==> src/hdl/csort_pkg.sv <==
// ----------------------------------------------------------------------------
// csort_pkg
// Shared types, constants and helpers of the coincidence sorter: buffer
// geometry, register indexes, result kinds and the payload words.
// ----------------------------------------------------------------------------
package csort_pkg;

  // Buffer geometry
  localparam int BUF_DEPTH  = 16;
  localparam int PTR_W      = $clog2(BUF_DEPTH);
  localparam int CNT_W      = $clog2(BUF_DEPTH + 1);
  localparam int RESULT_CAP = 16;
  localparam int RES_W      = $clog2(RESULT_CAP + 1);

  // Field widths
  localparam int TIME_W  = 48;
  localparam int ENER_W  = 16;
  localparam int DECAY_W = 32;
  localparam int SECT_W  = 10;
  localparam int MOD_W   = 8;
  localparam int CRYS_W  = 12;
  localparam int SCAT_W  = 8;
  localparam int KIND_W  = 3;
  localparam int WIN_W   = 20;

  // Configuration port
  localparam int CFG_IDX_W  = 8;
  localparam int CFG_DATA_W = 20;

  localparam logic [CFG_IDX_W-1:0] CFG_WINDOW     = CFG_IDX_W'(0);
  localparam logic [CFG_IDX_W-1:0] CFG_ENERGY_MIN = CFG_IDX_W'(1);
  localparam logic [CFG_IDX_W-1:0] CFG_ENERGY_MAX = CFG_IDX_W'(2);
  localparam logic [CFG_IDX_W-1:0] CFG_SECTOR_MOD = CFG_IDX_W'(3);

  localparam logic [WIN_W-1:0]  WINDOW_RST     = WIN_W'(2000);
  localparam logic [ENER_W-1:0] ENERGY_MIN_RST = ENER_W'(4497);
  localparam logic [ENER_W-1:0] ENERGY_MAX_RST = ENER_W'(5723);
  localparam logic [SECT_W-1:0] SECTOR_MOD_RST = SECT_W'(40);

  // Result kinds
  typedef enum logic [KIND_W-1:0] {
    KIND_MULTI   = 3'd0,
    KIND_REJECT  = 3'd1,
    KIND_TRUE    = 3'd2,
    KIND_SCATTER = 3'd3,
    KIND_RANDOM  = 3'd4
  } kind_e;

  typedef struct packed {
    logic [TIME_W-1:0]  event_time_ps;
    logic [ENER_W-1:0]  photon_energy;
    logic [DECAY_W-1:0] decay_id;
    logic [SECT_W-1:0]  sector_id;
    logic [MOD_W-1:0]   module_id;
    logic [CRYS_W-1:0]  crystal_id;
    logic [SCAT_W-1:0]  scatter_count;
  } in_word_t;

  typedef struct packed {
    kind_e              kind;
    logic [SECT_W-1:0]  first_sector;
    logic [MOD_W-1:0]   first_module;
    logic [CRYS_W-1:0]  first_crystal;
    logic [SECT_W-1:0]  second_sector;
    logic [MOD_W-1:0]   second_module;
    logic [CRYS_W-1:0]  second_crystal;
    logic               last;
  } out_word_t;

  // Crystal position of a held single
  typedef struct packed {
    logic [SECT_W-1:0] sector;
    logic [MOD_W-1:0]  modnum;
    logic [CRYS_W-1:0] crystal;
  } pos_t;

  // One buffer entry
  typedef struct packed {
    logic [TIME_W-1:0]  tstamp;
    logic [ENER_W-1:0]  energy;
    logic [DECAY_W-1:0] decay;
    pos_t               pos;
    logic [SCAT_W-1:0]  scatter;
  } ent_t;

  // Circular buffer pointer add with wrap
  function automatic logic [PTR_W-1:0] ptr_add(logic [PTR_W-1:0] a, logic [PTR_W-1:0] b);
    logic [PTR_W:0] s;
    s = {1'b0, a} + {1'b0, b};
    if (s >= (PTR_W+1)'(BUF_DEPTH)) s = s - (PTR_W+1)'(BUF_DEPTH);
    return s[PTR_W-1:0];
  endfunction

  // |x - y| < w, evaluated as two parallel add-and-compare paths
  function automatic logic win_hit(logic [TIME_W-1:0] x, logic [TIME_W-1:0] y,
                                   logic [WIN_W-1:0] w);
    logic [TIME_W:0] xw;
    logic [TIME_W:0] yw;
    xw = {1'b0, x} + (TIME_W+1)'(w);
    yw = {1'b0, y} + (TIME_W+1)'(w);
    return ({1'b0, y} < xw) && ({1'b0, x} < yw);
  endfunction

endpackage

==> src/hdl/csort_rem.sv <==
// ----------------------------------------------------------------------------
// csort_rem
// Iterative restoring remainder unit: sector number modulo a nonzero
// modulus, one dividend bit per cycle.
// ----------------------------------------------------------------------------
module csort_rem import csort_pkg::*; (
  input  logic              clk_i,
  input  logic              rst_ni,
  input  logic              start_i,
  input  logic [SECT_W-1:0] dividend_i,
  input  logic [SECT_W-1:0] divisor_i,
  output logic              done_o,
  output logic [SECT_W-1:0] rem_o
);

  localparam int STEP_W = $clog2(SECT_W);

  logic              busy_q, busy_d;
  logic              done_q, done_d;
  logic [STEP_W-1:0] step_q, step_d;
  logic [SECT_W-1:0] acc_q, acc_d;
  logic [SECT_W-1:0] dvd_q, dvd_d;
  logic [SECT_W-1:0] dsr_q, dsr_d;
  logic [SECT_W:0]   trial;

  // Shift in one dividend bit, subtract the divisor when it fits
  always_comb begin
    busy_d = busy_q;
    done_d = 1'b0;
    step_d = step_q;
    acc_d  = acc_q;
    dvd_d  = dvd_q;
    dsr_d  = dsr_q;
    trial  = {acc_q, dvd_q[SECT_W-1]};
    if (start_i) begin
      busy_d = 1'b1;
      step_d = STEP_W'(SECT_W - 1);
      acc_d  = '0;
      dvd_d  = dividend_i;
      dsr_d  = divisor_i;
    end else if (busy_q) begin
      if (trial >= {1'b0, dsr_q}) begin
        acc_d = SECT_W'(trial - {1'b0, dsr_q});
      end else begin
        acc_d = trial[SECT_W-1:0];
      end
      dvd_d = {dvd_q[SECT_W-2:0], 1'b0};
      if (step_q == '0) begin
        busy_d = 1'b0;
        done_d = 1'b1;
      end else begin
        step_d = step_q - STEP_W'(1);
      end
    end
  end

  always_ff @(posedge clk_i or negedge rst_ni) begin
    if (!rst_ni) begin
      busy_q <= 1'b0;
      done_q <= 1'b0;
    end else begin
      busy_q <= busy_d;
      done_q <= done_d;
    end
  end

  always_ff @(posedge clk_i) begin
    step_q <= step_d;
    acc_q  <= acc_d;
    dvd_q  <= dvd_d;
    dsr_q  <= dsr_d;
  end

  assign done_o = done_q;
  assign rem_o  = acc_q;

endmodule

==> src/hdl/coincidence_sorter_unit.sv <==
// ----------------------------------------------------------------------------
// coincidence_sorter_unit
// Coincidence sorter for time-ordered detector singles: buffers singles in a
// circular memory and settles the head group into multiples, rejected
// doubles and true, scatter or random coincidences.
//
//   channel  dir  handshake               word
//   in       in   in_valid_i/in_ready_o   in_word_i  (one single)
//   out      out  out_valid_o/out_ready_i out_word_o (one coincidence result)
//   cfg      in   cfg_we_i                cfg_idx_i, cfg_wdata_i
//
// A single is written to the buffer in its accept cycle; the sequencer then
// walks the head group through the single memory read port: it reads each head
// and the singles behind it, hands on each result and closes the group. A
// double with a nonzero modulus adds two passes of the remainder unit for
// sector ordering; with a zero modulus the sectors are compared directly.
// Result hand-off and the close wait only when the output word is still held
// by a stalled consumer. After reset the buffer is empty and no clearing pass
// is run; the block is ready at once.
// ----------------------------------------------------------------------------
module coincidence_sorter_unit import csort_pkg::*; (
  input  logic                  clk_i,
  input  logic                  rst_ni,
  input  logic                  in_valid_i,
  output logic                  in_ready_o,
  input  in_word_t              in_word_i,
  output logic                  out_valid_o,
  input  logic                  out_ready_i,
  output out_word_t             out_word_o,
  input  logic                  cfg_we_i,
  input  logic [CFG_IDX_W-1:0]  cfg_idx_i,
  input  logic [CFG_DATA_W-1:0] cfg_wdata_i
);

  typedef enum logic [8:0] {
    S_IDLE  = 9'b000000001,
    S_LOOP  = 9'b000000010,
    S_RDH   = 9'b000000100,
    S_CMP1  = 9'b000001000,
    S_SCAN  = 9'b000010000,
    S_REM0  = 9'b000100000,
    S_REM1  = 9'b001000000,
    S_RES   = 9'b010000000,
    S_FLUSH = 9'b100000000
  } state_e;

  state_e            state_q, state_d;
  logic [PTR_W-1:0]  head_q, head_d;
  logic [CNT_W-1:0]  cnt_q, cnt_d;
  logic [PTR_W-1:0]  m_q, m_d;
  logic [RES_W-1:0]  nres_q, nres_d;
  ent_t              h_q, h_d;
  ent_t              b_q, b_d;
  logic [SECT_W-1:0] k0_q, k0_d;
  out_word_t         res_q, res_d;
  out_word_t         pend_q, pend_d;
  logic              pend_vld_q, pend_vld_d;
  out_word_t         out_q, out_d;
  logic              out_vld_q, out_vld_d;

  logic [WIN_W-1:0]  win_q;
  logic [ENER_W-1:0] emin_q;
  logic [ENER_W-1:0] emax_q;
  logic [SECT_W-1:0] smod_q;

  ent_t              mem_q [BUF_DEPTH];
  ent_t              rd_q;
  logic [PTR_W-1:0]  rd_rel;
  logic [PTR_W-1:0]  rd_addr;
  logic              wr_en;
  logic [PTR_W-1:0]  wr_addr;
  ent_t              wr_data;

  logic              rem_start;
  logic [SECT_W-1:0] rem_dvd;
  logic              rem_done;
  logic [SECT_W-1:0] rem_val;

  logic              out_free;
  logic              in_w;
  logic              full;
  logic [PTR_W-1:0]  head_acc;
  logic [CNT_W-1:0]  cnt_acc;
  logic              e0_ok, e1_ok;
  kind_e             pair_kind;
  logic              pair_load, pair_swap;

  assign in_ready_o = (state_q == S_IDLE);
  assign out_free   = !out_vld_q || out_ready_i;
  assign in_w       = win_hit(h_q.tstamp, rd_q.tstamp, win_q);

  // Classify the head pair
  assign e0_ok = (h_q.energy > emin_q) && (h_q.energy < emax_q);
  assign e1_ok = (b_q.energy > emin_q) && (b_q.energy < emax_q);
  always_comb begin
    if ((h_q.pos.sector == b_q.pos.sector) || !e0_ok || !e1_ok) begin
      pair_kind = KIND_REJECT;
    end else if (h_q.decay == b_q.decay) begin
      pair_kind = (h_q.scatter == '0 && b_q.scatter == '0) ? KIND_TRUE : KIND_SCATTER;
    end else begin
      pair_kind = KIND_RANDOM;
    end
  end

  // Make room on a full buffer, then append at the tail
  assign full     = (cnt_q == CNT_W'(BUF_DEPTH));
  assign head_acc = full ? ptr_add(head_q, PTR_W'(1)) : head_q;
  assign cnt_acc  = full ? CNT_W'(BUF_DEPTH - 1) : cnt_q;
  assign wr_addr  = ptr_add(head_acc, cnt_acc[PTR_W-1:0]);
  assign wr_en    = in_valid_i && (state_q == S_IDLE);
  assign wr_data  = '{tstamp:  in_word_i.event_time_ps,
                      energy:  in_word_i.photon_energy,
                      decay:   in_word_i.decay_id,
                      pos:     '{sector:  in_word_i.sector_id,
                                 modnum:  in_word_i.module_id,
                                 crystal: in_word_i.crystal_id},
                      scatter: in_word_i.scatter_count};

  // Read address relative to the head
  always_comb begin
    case (state_q)
      S_LOOP:  rd_rel = '0;
      S_RDH:   rd_rel = PTR_W'(1);
      S_CMP1:  rd_rel = PTR_W'(2);
      S_SCAN:  rd_rel = m_q + PTR_W'(1);
      default: rd_rel = '0;
    endcase
  end
  assign rd_addr = ptr_add(head_q, rd_rel);

  // Sequencer
  always_comb begin
    state_d    = state_q;
    head_d     = head_q;
    cnt_d      = cnt_q;
    m_d        = m_q;
    nres_d     = nres_q;
    h_d        = h_q;
    b_d        = b_q;
    k0_d       = k0_q;
    res_d      = res_q;
    pend_d     = pend_q;
    pend_vld_d = pend_vld_q;
    out_d      = out_q;
    out_vld_d  = out_vld_q && !out_ready_i;
    rem_start  = 1'b0;
    rem_dvd    = h_q.pos.sector;
    pair_load  = 1'b0;
    pair_swap  = 1'b0;

    case (state_q)
      S_IDLE: begin
        if (in_valid_i) begin
          head_d  = head_acc;
          cnt_d   = cnt_acc + CNT_W'(1);
          nres_d  = '0;
          state_d = S_LOOP;
        end
      end
      S_LOOP: begin
        if (nres_q == RES_W'(RESULT_CAP) || cnt_q < CNT_W'(2)) begin
          state_d = S_FLUSH;
        end else begin
          state_d = S_RDH;
        end
      end
      S_RDH: begin
        h_d     = rd_q;
        state_d = S_CMP1;
      end
      S_CMP1: begin
        b_d = rd_q;
        if (!in_w) begin
          // drop the lone head
          head_d  = ptr_add(head_q, PTR_W'(1));
          cnt_d   = cnt_q - CNT_W'(1);
          state_d = S_LOOP;
        end else if (cnt_q < CNT_W'(3)) begin
          state_d = S_FLUSH;
        end else begin
          m_d     = PTR_W'(2);
          state_d = S_SCAN;
        end
      end
      S_SCAN: begin
        if (!in_w && m_q == PTR_W'(2)) begin
          // double: drop both, then order by sector remainder (by sector for a zero modulus)
          res_d      = '0;
          res_d.kind = pair_kind;
          head_d     = ptr_add(head_q, PTR_W'(2));
          cnt_d      = cnt_q - CNT_W'(2);
          if (smod_q == '0) begin
            pair_load = 1'b1;
            pair_swap = h_q.pos.sector > b_q.pos.sector;
            state_d   = S_RES;
          end else begin
            rem_start = 1'b1;
            state_d   = S_REM0;
          end
        end else if (!in_w) begin
          // multiple: keep the last in-window single
          res_d      = '0;
          res_d.kind = KIND_MULTI;
          head_d     = ptr_add(head_q, m_q - PTR_W'(1));
          cnt_d      = cnt_q - CNT_W'(m_q - PTR_W'(1));
          state_d    = S_RES;
        end else if ({1'b0, m_q} + (PTR_W+1)'(1) < (PTR_W+1)'(cnt_q)) begin
          m_d = m_q + PTR_W'(1);
        end else if (full) begin
          // group still open on a full buffer: force a multiple
          res_d      = '0;
          res_d.kind = KIND_MULTI;
          head_d     = ptr_add(head_q, PTR_W'(cnt_q - CNT_W'(1)));
          cnt_d      = CNT_W'(1);
          state_d    = S_RES;
        end else begin
          state_d = S_FLUSH;
        end
      end
      S_REM0: begin
        if (rem_done) begin
          k0_d      = rem_val;
          rem_start = 1'b1;
          rem_dvd   = b_q.pos.sector;
          state_d   = S_REM1;
        end
      end
      S_REM1: begin
        if (rem_done) begin
          pair_load = 1'b1;
          pair_swap = k0_q > rem_val;
          state_d   = S_RES;
        end
      end
      S_RES: begin
        // hand the previous result on, hold the new one until the next decision
        if (!pend_vld_q || out_free) begin
          if (pend_vld_q) begin
            out_d      = pend_q;
            out_d.last = 1'b0;
            out_vld_d  = 1'b1;
          end
          pend_d     = res_q;
          pend_vld_d = 1'b1;
          nres_d     = nres_q + RES_W'(1);
          state_d    = S_LOOP;
        end
      end
      S_FLUSH: begin
        if (!pend_vld_q) begin
          state_d = S_IDLE;
        end else if (out_free) begin
          out_d      = pend_q;
          out_d.last = 1'b1;
          out_vld_d  = 1'b1;
          pend_vld_d = 1'b0;
          state_d    = S_IDLE;
        end
      end
      default: begin
        state_d = S_IDLE;
      end
    endcase

    // Fill pair positions in sorted order
    if (pair_load) begin
      if (pair_swap) begin
        res_d.first_sector   = b_q.pos.sector;
        res_d.first_module   = b_q.pos.modnum;
        res_d.first_crystal  = b_q.pos.crystal;
        res_d.second_sector  = h_q.pos.sector;
        res_d.second_module  = h_q.pos.modnum;
        res_d.second_crystal = h_q.pos.crystal;
      end else begin
        res_d.first_sector   = h_q.pos.sector;
        res_d.first_module   = h_q.pos.modnum;
        res_d.first_crystal  = h_q.pos.crystal;
        res_d.second_sector  = b_q.pos.sector;
        res_d.second_module  = b_q.pos.modnum;
        res_d.second_crystal = b_q.pos.crystal;
      end
    end
  end

  // Sector remainder unit
  csort_rem u_rem (
    .clk_i      (clk_i),
    .rst_ni     (rst_ni),
    .start_i    (rem_start),
    .dividend_i (rem_dvd),
    .divisor_i  (smod_q),
    .done_o     (rem_done),
    .rem_o      (rem_val)
  );

  // Buffer memory: one write port, one registered read port
  always_ff @(posedge clk_i) begin
    if (wr_en) begin
      mem_q[wr_addr] <= wr_data;
    end
    rd_q <= mem_q[rd_addr];
  end

  // Control state
  always_ff @(posedge clk_i or negedge rst_ni) begin
    if (!rst_ni) begin
      state_q    <= S_IDLE;
      head_q     <= '0;
      cnt_q      <= '0;
      nres_q     <= '0;
      pend_vld_q <= 1'b0;
      out_vld_q  <= 1'b0;
    end else begin
      state_q    <= state_d;
      head_q     <= head_d;
      cnt_q      <= cnt_d;
      nres_q     <= nres_d;
      pend_vld_q <= pend_vld_d;
      out_vld_q  <= out_vld_d;
    end
  end

  // Payload registers
  always_ff @(posedge clk_i) begin
    m_q    <= m_d;
    h_q    <= h_d;
    b_q    <= b_d;
    k0_q   <= k0_d;
    res_q  <= res_d;
    pend_q <= pend_d;
    out_q  <= out_d;
  end

  // Configuration registers
  always_ff @(posedge clk_i or negedge rst_ni) begin
    if (!rst_ni) begin
      win_q  <= WINDOW_RST;
      emin_q <= ENERGY_MIN_RST;
      emax_q <= ENERGY_MAX_RST;
      smod_q <= SECTOR_MOD_RST;
    end else if (cfg_we_i) begin
      case (cfg_idx_i)
        CFG_WINDOW:     win_q  <= cfg_wdata_i[WIN_W-1:0];
        CFG_ENERGY_MIN: emin_q <= cfg_wdata_i[ENER_W-1:0];
        CFG_ENERGY_MAX: emax_q <= cfg_wdata_i[ENER_W-1:0];
        CFG_SECTOR_MOD: smod_q <= cfg_wdata_i[SECT_W-1:0];
        default: ;
      endcase
    end
  end

  assign out_valid_o = out_vld_q;
  assign out_word_o  = out_q;

endmodule
==> config.mk <==
export PLATFORM = sky130hd
export DESIGN_NAME = coincidence_sorter_unit
export DESIGN_NICKNAME = d
export VERILOG_FILES = /design/src/hdl/csort_pkg.sv /design/src/hdl/csort_rem.sv /design/src/hdl/coincidence_sorter_unit.sv
export SDC_FILE = /design/constraint.sdc
export NUM_CORES = 2
export LEC_CHECK = 0
export ABC_AREA = 1
export BUFFER_PORTS_ARGS = -buffer_cell sky130_fd_sc_hd__buf_2
export CAP_MARGIN = 15
export CORE_UTILIZATION = 39
export DETAILED_ROUTE_END_ITERATION = 8
export SLEW_MARGIN = 20
export SYNTH_ARGS = -nofsm -noshare
export SYNTH_HDL_FRONTEND = slang
export SYNTH_SLANG_ARGS = --single-unit
==> constraint.sdc <==
create_clock -name clk_i -period 14.9 [get_ports clk_i]
set_input_delay 2.235 -clock clk_i [delete_from_list [all_inputs] [get_ports clk_i]]
set_output_delay 2.235 -clock clk_i [all_outputs]
set_load 0.1 [all_outputs]
# ---- Yosys cells after proc, flatten, opt, wreduce, memory -nomap -nowiden
# Memories as Yosys holds them, arrays and structs flattened. A register that Yosys moved wholly into a read port is not among the register bits.
# Cells that the tools add are included.
dict set report totals {
  register_bits 548
  latch_bits 0
  ram_bits 2144
  mem_bits_ro 0
  in_bits 167
  output_inout_bits 66
  elab_cells 277
  n_memories 1
}
dict set report classes {
  n_addsub 25
  n_mul 0
  n_div 0
  magnitude_cmp 18
  eq_ne 37
  shifts 0
  n_mux 95
  n_bitwise 2
  reduce_logical 45
}
# name depth width rd rd_ports_with_merged_regs wr line_no
set memory_table {}
lappend memory_table {mem_q 16 134 1 1 1 coincidence_sorter_unit.sv:66} ;# ent_t mem_q [BUF_DEPTH];
# cell n
set op_table {}
lappend op_table {{64-bit two-way mux} 8}
lappend op_table {{64-bit case mux with 2 select lines} 1}
lappend op_table {{60-bit two-way mux} 2}
lappend op_table {{9-bit two-way mux} 13}
lappend op_table {{48-bit by 20-bit adder with 49-bit output} 2}
lappend op_table {{48-bit by 49-bit < comparator with 1-bit output} 2}
lappend op_table {{9-bit case mux with 9 select lines} 1}
lappend op_table {{4-bit two-way mux} 18}
lappend op_table {{61-bit two-way mux} 1}
lappend op_table {{10-bit two-way mux} 5}
lappend op_table {{5-bit two-way mux} 9}
lappend op_table {{32-bit equality test} 1}
lappend op_table {{16-bit greater-than comparator} 2}
lappend op_table {{16-bit < comparator} 2}
lappend op_table {{4-bit by 1-bit subtractor with 4-bit output (second input constant)} 8}
lappend op_table {{5-bit greater-or-equal comparator (second input constant)} 6}
lappend op_table {{8-bit logical NOT} 3}
lappend op_table {{1-bit two-way mux} 24}
lappend op_table {{4-bit case mux with 3 select lines} 2}
lappend op_table {{2-bit inequality test (second input constant)} 11}
lappend op_table {{4-bit by 4-bit adder with 5-bit output} 4}
lappend op_table {{10-bit greater-than comparator} 2}
lappend op_table {{8-bit by 2-bit equality test with 1-bit output (second input constant)} 2}
lappend op_table {{2-bit AND reduction} 8}
lappend op_table {{48 further kinds} 85}

# ---- Depth between registers and ports, before layout
dict set report logic_depth {
  word_depth 9
  mapped_depth 39
}

# ---- Modules after synthesis
# From an unflattened synthesis, not the netlist that was laid out.
dict set report unflattened {
  hier_cells 8593
  area_unflattened_um2 114048.1
}
# mod n_inst cells_per_inst area_each_um2 seq_area_each_um2
set by_module_without_submodules {}
lappend by_module_without_submodules {coincidence_sorter_unit 1 8324 111962.4 82001.1}
lappend by_module_without_submodules {csort_rem 1 269 2085.8 930.9}

# ---- Worst setup path before layout
# Ideal clock, no wire load.
dict set report synth_timing {
  path_kind {input -> register}
  from {input in_valid_i}
  to {memory mem_q[0][0] (netlist name) (enable)}
  setup_time_ns 0.629
  t_arrival_ns 8.333
  required_time_ns 14.271
  path_slack_ns 5.938
  path_stages 4
  path_cell_list {inv_1 -> nor2_1 -> nand3_1 -> nor2_1}
}
dict set report synth_via {
  elab_chain_cells 3
}
# item line_no
set synth_lines {}
lappend synth_lines {{from (decl)} coincidence_sorter_unit.sv:24} ;# input logic in_valid_i,
lappend synth_lines {{1-bit logical AND} coincidence_sorter_unit.sv:110} ;# assign wr_en = in_valid_i && (state_q == S_IDLE);
lappend synth_lines {{1-bit two-way mux} coincidence_sorter_unit.sv:298} ;# if (wr_en) begin
lappend synth_lines {{1-bit two-way mux (not written as such)} coincidence_sorter_unit.sv:299} ;# mem_q[wr_addr] <= wr_data;
lappend synth_lines {{to (decl)} coincidence_sorter_unit.sv:66}
# Every way passes these cells.

# ---- Worst setup path in the final report
dict set report layout_timing {
  from {register win_q[0]}
  to {register res_q[49] (netlist name) (enable)}
}
dict set report layout_via {
  elab_chain_cells 9
  word_cells_on_any_way 13
  cone_classes {add/sub: 2; order compare: 2; eq/ne: 2; mux: 2; reduce/logical: 5}
}
# item line_no
set layout_lines {}
lappend layout_lines {{from (decl)} coincidence_sorter_unit.sv:61} ;# logic [WIN_W-1:0] win_q;
lappend layout_lines {{from (signal assigned)} coincidence_sorter_unit.sv:343} ;# CFG_WINDOW: win_q <= cfg_wdata_i[WIN_W-1:0];
lappend layout_lines {{48-bit by 20-bit adder with 49-bit output (on tied branches)} {csort_pkg.sv:99, csort_pkg.sv:100}}
lappend layout_lines {{48-bit by 49-bit < comparator with 1-bit output} csort_pkg.sv:101} ;# return ({1'b0, y} < xw) && ({1'b0, x} < yw);
lappend layout_lines {{1-bit logical AND *} csort_pkg.sv:101}
lappend layout_lines {{1-bit logical NOT} --}
lappend layout_lines {{1-bit logical AND} coincidence_sorter_unit.sv:186} ;# if (!in_w && m_q == PTR_W'(2)) begin
lappend layout_lines {{1-bit two-way mux} coincidence_sorter_unit.sv:186}
lappend layout_lines {{1-bit case mux with 2 select lines} coincidence_sorter_unit.sv:151} ;# case (state_q)
lappend layout_lines {{4-bit inequality test (no line) (tied with other cells)} --}
lappend layout_lines {{3-bit AND reduction (no line) *} --}
lappend layout_lines {{to (signal assigned)} coincidence_sorter_unit.sv:329} ;# res_q <= res_d;
lappend layout_lines {{to (decl)} coincidence_sorter_unit.sv:55} ;# out_word_t res_q, res_d;
# Mark *: on every way between the ends. The rest lies on a longest branch, timed or not.
# A chain may end at the register's enable or synchronous reset.

==> results_dict.tcl <==
set metrics [dict create \
    synthArstFlopShare_pct 3.15 \
    cts_tree "yes" \
    ys.flop_type "edfxtp_1" \
    setup_tns_ns 0 \
    hold_class "reg2reg" \
    reg2reg_from "win_q[0]" \
    cts_sinks 2825 \
    fmax_mhz 147 \
    slew_violations 0 \
    core-area_um2 291000 \
    timing.final.crit_period_ns 6.80 \
    r2r_cells 31 \
    required_ns 15.37 \
    via_per_inst 5.46 \
    routabilityCongestion 0.865 \
    critical_path_class "reg2reg" \
    drt-total-wl_um 302000 \
    vias 70200 \
    ys_seq_elements 2825 \
    cts_setup_buffers 0 \
    fill_cells 25700 \
    final.setup.worst_slack_ns 8.10 \
    cellPowerDensity_nw_per_um2 171 \
    cpPeakStageDelay_ns 0.60 \
    antenna_found_initial 88 \
    ant_nets 0 \
    grt_pass1_vias 68600 \
    gr-usage-all-layers_pct 20.1 \
    rows 198 \
    startpoint_type "flop" \
    drt_iter0_markers 6735 \
    synth_area_leader_cell "edfxtp_1" \
    synth_area_leaders "edfxtp_1 (68%), o21ai_0 (5.2%), nor2_1 (3.7%), ha_1 (2.8%), dfxtp_1 (2.6%)" \
    hpwl_um 167000 \
    gr-total-overflow 0 \
    synth_edf_count 2588 \
    synth.distinct_cells 70 \
    yosysSeqAreaShare_pct 72.8 \
    die_height_um 542 \
    finalHoldViolations 0 \
    endpoint_kind "flop" \
    worstMarginPinSlew_ns 1.18 \
    postLayoutCellArea_um2 129000 \
    cp_max_fo 61 \
    critPathLaunch "win_q[0]" \
    layout_common_cells "edfxtp_1 (2588), o21ai_0 (1176), nor2_1 (1098)" \
    synthCells 8524 \
    pin_count 233 \
    crit_end "res_q[49]" \
    routedWlPerCell_um 23.5 \
    post-route-drc-count 0 \
    port_buffers 232 \
    rsz0062_at_grt "no" \
    r2r_end "res_q[49]" \
    root_buffer "clkbuf_16" \
    yosysWarnings 0 \
    drive_above_1_share_pct 9.82 \
    grt_max_degree 196 \
    fp.dieArea_um2 294000 \
    grt_pass1_wl_um 445000 \
    post_synth.cell_area_avg_um2 13.4 \
    ctsLongestPathBuffers 4 \
    firstDrtPassIters 6 \
    slew_headroom_pct 20.5 \
    status "complete, no violations" \
    hold_buffers 0 \
    synth_top_area_share_pct 68.2 \
    cts_buffers 301 \
    place_area_um2 119000 \
    ctsResizeCount 0 \
    die_w_um 542 \
    clock_latency_ns 0.86 \
    fin_crit_sh_pct 45.6 \
    crit_arrival_ns 7.27 \
    syn_nets 8956 \
    h-tree-depth 5 \
    skew_ns 0.0714 \
    cap_violations 0 \
    start_util_pct 39.2 \
    p_leak_nw 44.0 \
    cpMostUsedCell "nand2_1" \
    power_mw 22.1 \
    dp_slack_ns 8.14 \
    syn-cell-area_um2 114000 \
    clk_pin_slew_ns 0.06 \
    synthToLayoutAreaGrowth_pct 13.3 \
    nets 9127 \
    slowest_stage "buf_4" \
    r2r_setup_slack_ns 8.10 \
    layout_commonest_cell "edfxtp_1" \
    setup_viol 0 \
    ir_worst_vdd_uv 179 \
]
-- state kept, by name (all words and copies together), names as in the netlist, 20 cells and up --
name        cells
mem_q        2144
h_q           134
rd_q          134
b_q            86
out_word_o     64
pend_q         63
res_q          63
win_q          20
-- worst min-delay path by stage --
stage               start             end  slack [ns]  depth (start not counted)
6_report        pend_q[9]   out_word_o[9]        0.41                          0
5_1_grt         pend_q[9]   out_word_o[9]        0.41                          0
4_1_cts         pend_q[9]   out_word_o[9]        0.41                          0
3_5_place_dp   pend_q[23]  out_word_o[23]        0.40                          0
3_3_place_gp     res_q[7]       pend_q[7]        0.40                          0
2_1_floorplan  pend_q[10]  out_word_o[10]        0.40                          0
-- per-stage QoR --
| step | std cells | utilization (%) | hold slack (ns) |
|---|---|---|---|
| final | 12900 | 44.4 | 0.406 |
| after global routing | 12800 | 44.4 | 0.409 |
| after floorplan | 8524 | - | 0.400 |
| after CTS | 12800 | 44.4 | 0.409 |
| after global placement | 12300 | 41.0 | 0.401 |
| after detailed placement | 12300 | 41.0 | 0.405 |
-- synth_stat cells, types with 38 or more instances --
library cell	instances
buf_2	51
dfxtp_1	148
edfxtp_1	2588
xor2_1	80
inv_1	353
o211ai_1	60
a21oi_1	250
a21o_1	38
dfrtp_1	67
nor3_1	38
o221ai_1	281
mux2i_1	166
nand2_1	714
nand4_1	49
clkbuf_1	392
nor2_1	1118
xnor2_1	63
ha_1	258
o22ai_1	216
o21ai_0	1181
nand3_1	123
-- final cells by class --
| cell class | instances | area [µm²] | area share, % |
|---|---|---|---|
| sequential | 2825 | 82900 | 64.3 |
| multi-input combinational | 4869 | 27900 | 21.6 |
| clock buffer | 411 | 8320 | 6.45 |
| tap | 3900 | 4880 | 3.78 |
| timing repair buffer | 334 | 2200 | 1.70 |
| inverter | 364 | 1400 | 1.08 |
| clock inverter | 130 | 1350 | 1.05 |
| antenna | 20 | 50.0 | 0.0388 |
-- critical path: cells and delay by family, from the launching register on --
family,cells,cell delay (ns)
flops,1,0.37
fa+ha+maj,3,0.89
compound gates,4,0.72
simple gates,17,2.83
buf+inv,6,1.39
xor+xnor,1,0.15
-- logic make-up (layout without fill, tap and decap cells) --
| family | Yosys count | after routing | synth area share (%) |
|---|---|---|---|
| compound gates | 2166 | 2166 | 11.2 |
| xor+xnor | 143 | 143 | 1.10 |
| fa+ha+maj | 265 | 265 | 2.96 |
| buf+inv | 830 | 1239 | 2.85 |
| flops | 2825 | 2825 | 72.8 |
| mux | 170 | 170 | 1.50 |
| other cells | 0 | 20 | 0 |
| simple gates | 2125 | 2125 | 7.53 |
-- power breakdown --
part	internal [mW]	switching, mW	leakage (nW)
registers	9.58	0.483	26.0
logic	1.35	3.34	13.2
clock network	4.34	3.02	4.75
total	15.3	6.84	44.0
-- routing by layer --
| metal | vias up | global-route usage, % | part of all wire, % |
|---|---|---|---|
| li1 | 32100 | - | - |
| met1 | 35200 | 27.9 | 44 |
| met2 | 2318 | 32.3 | 47 |
| met3 | 539 | 3.94 | 7.5 |
| met4 | 56 | 5.12 | 2.3 |
| met5 | - | 0 | 0.12 |
No activity file was read; power rests on OpenSTA's default activity.
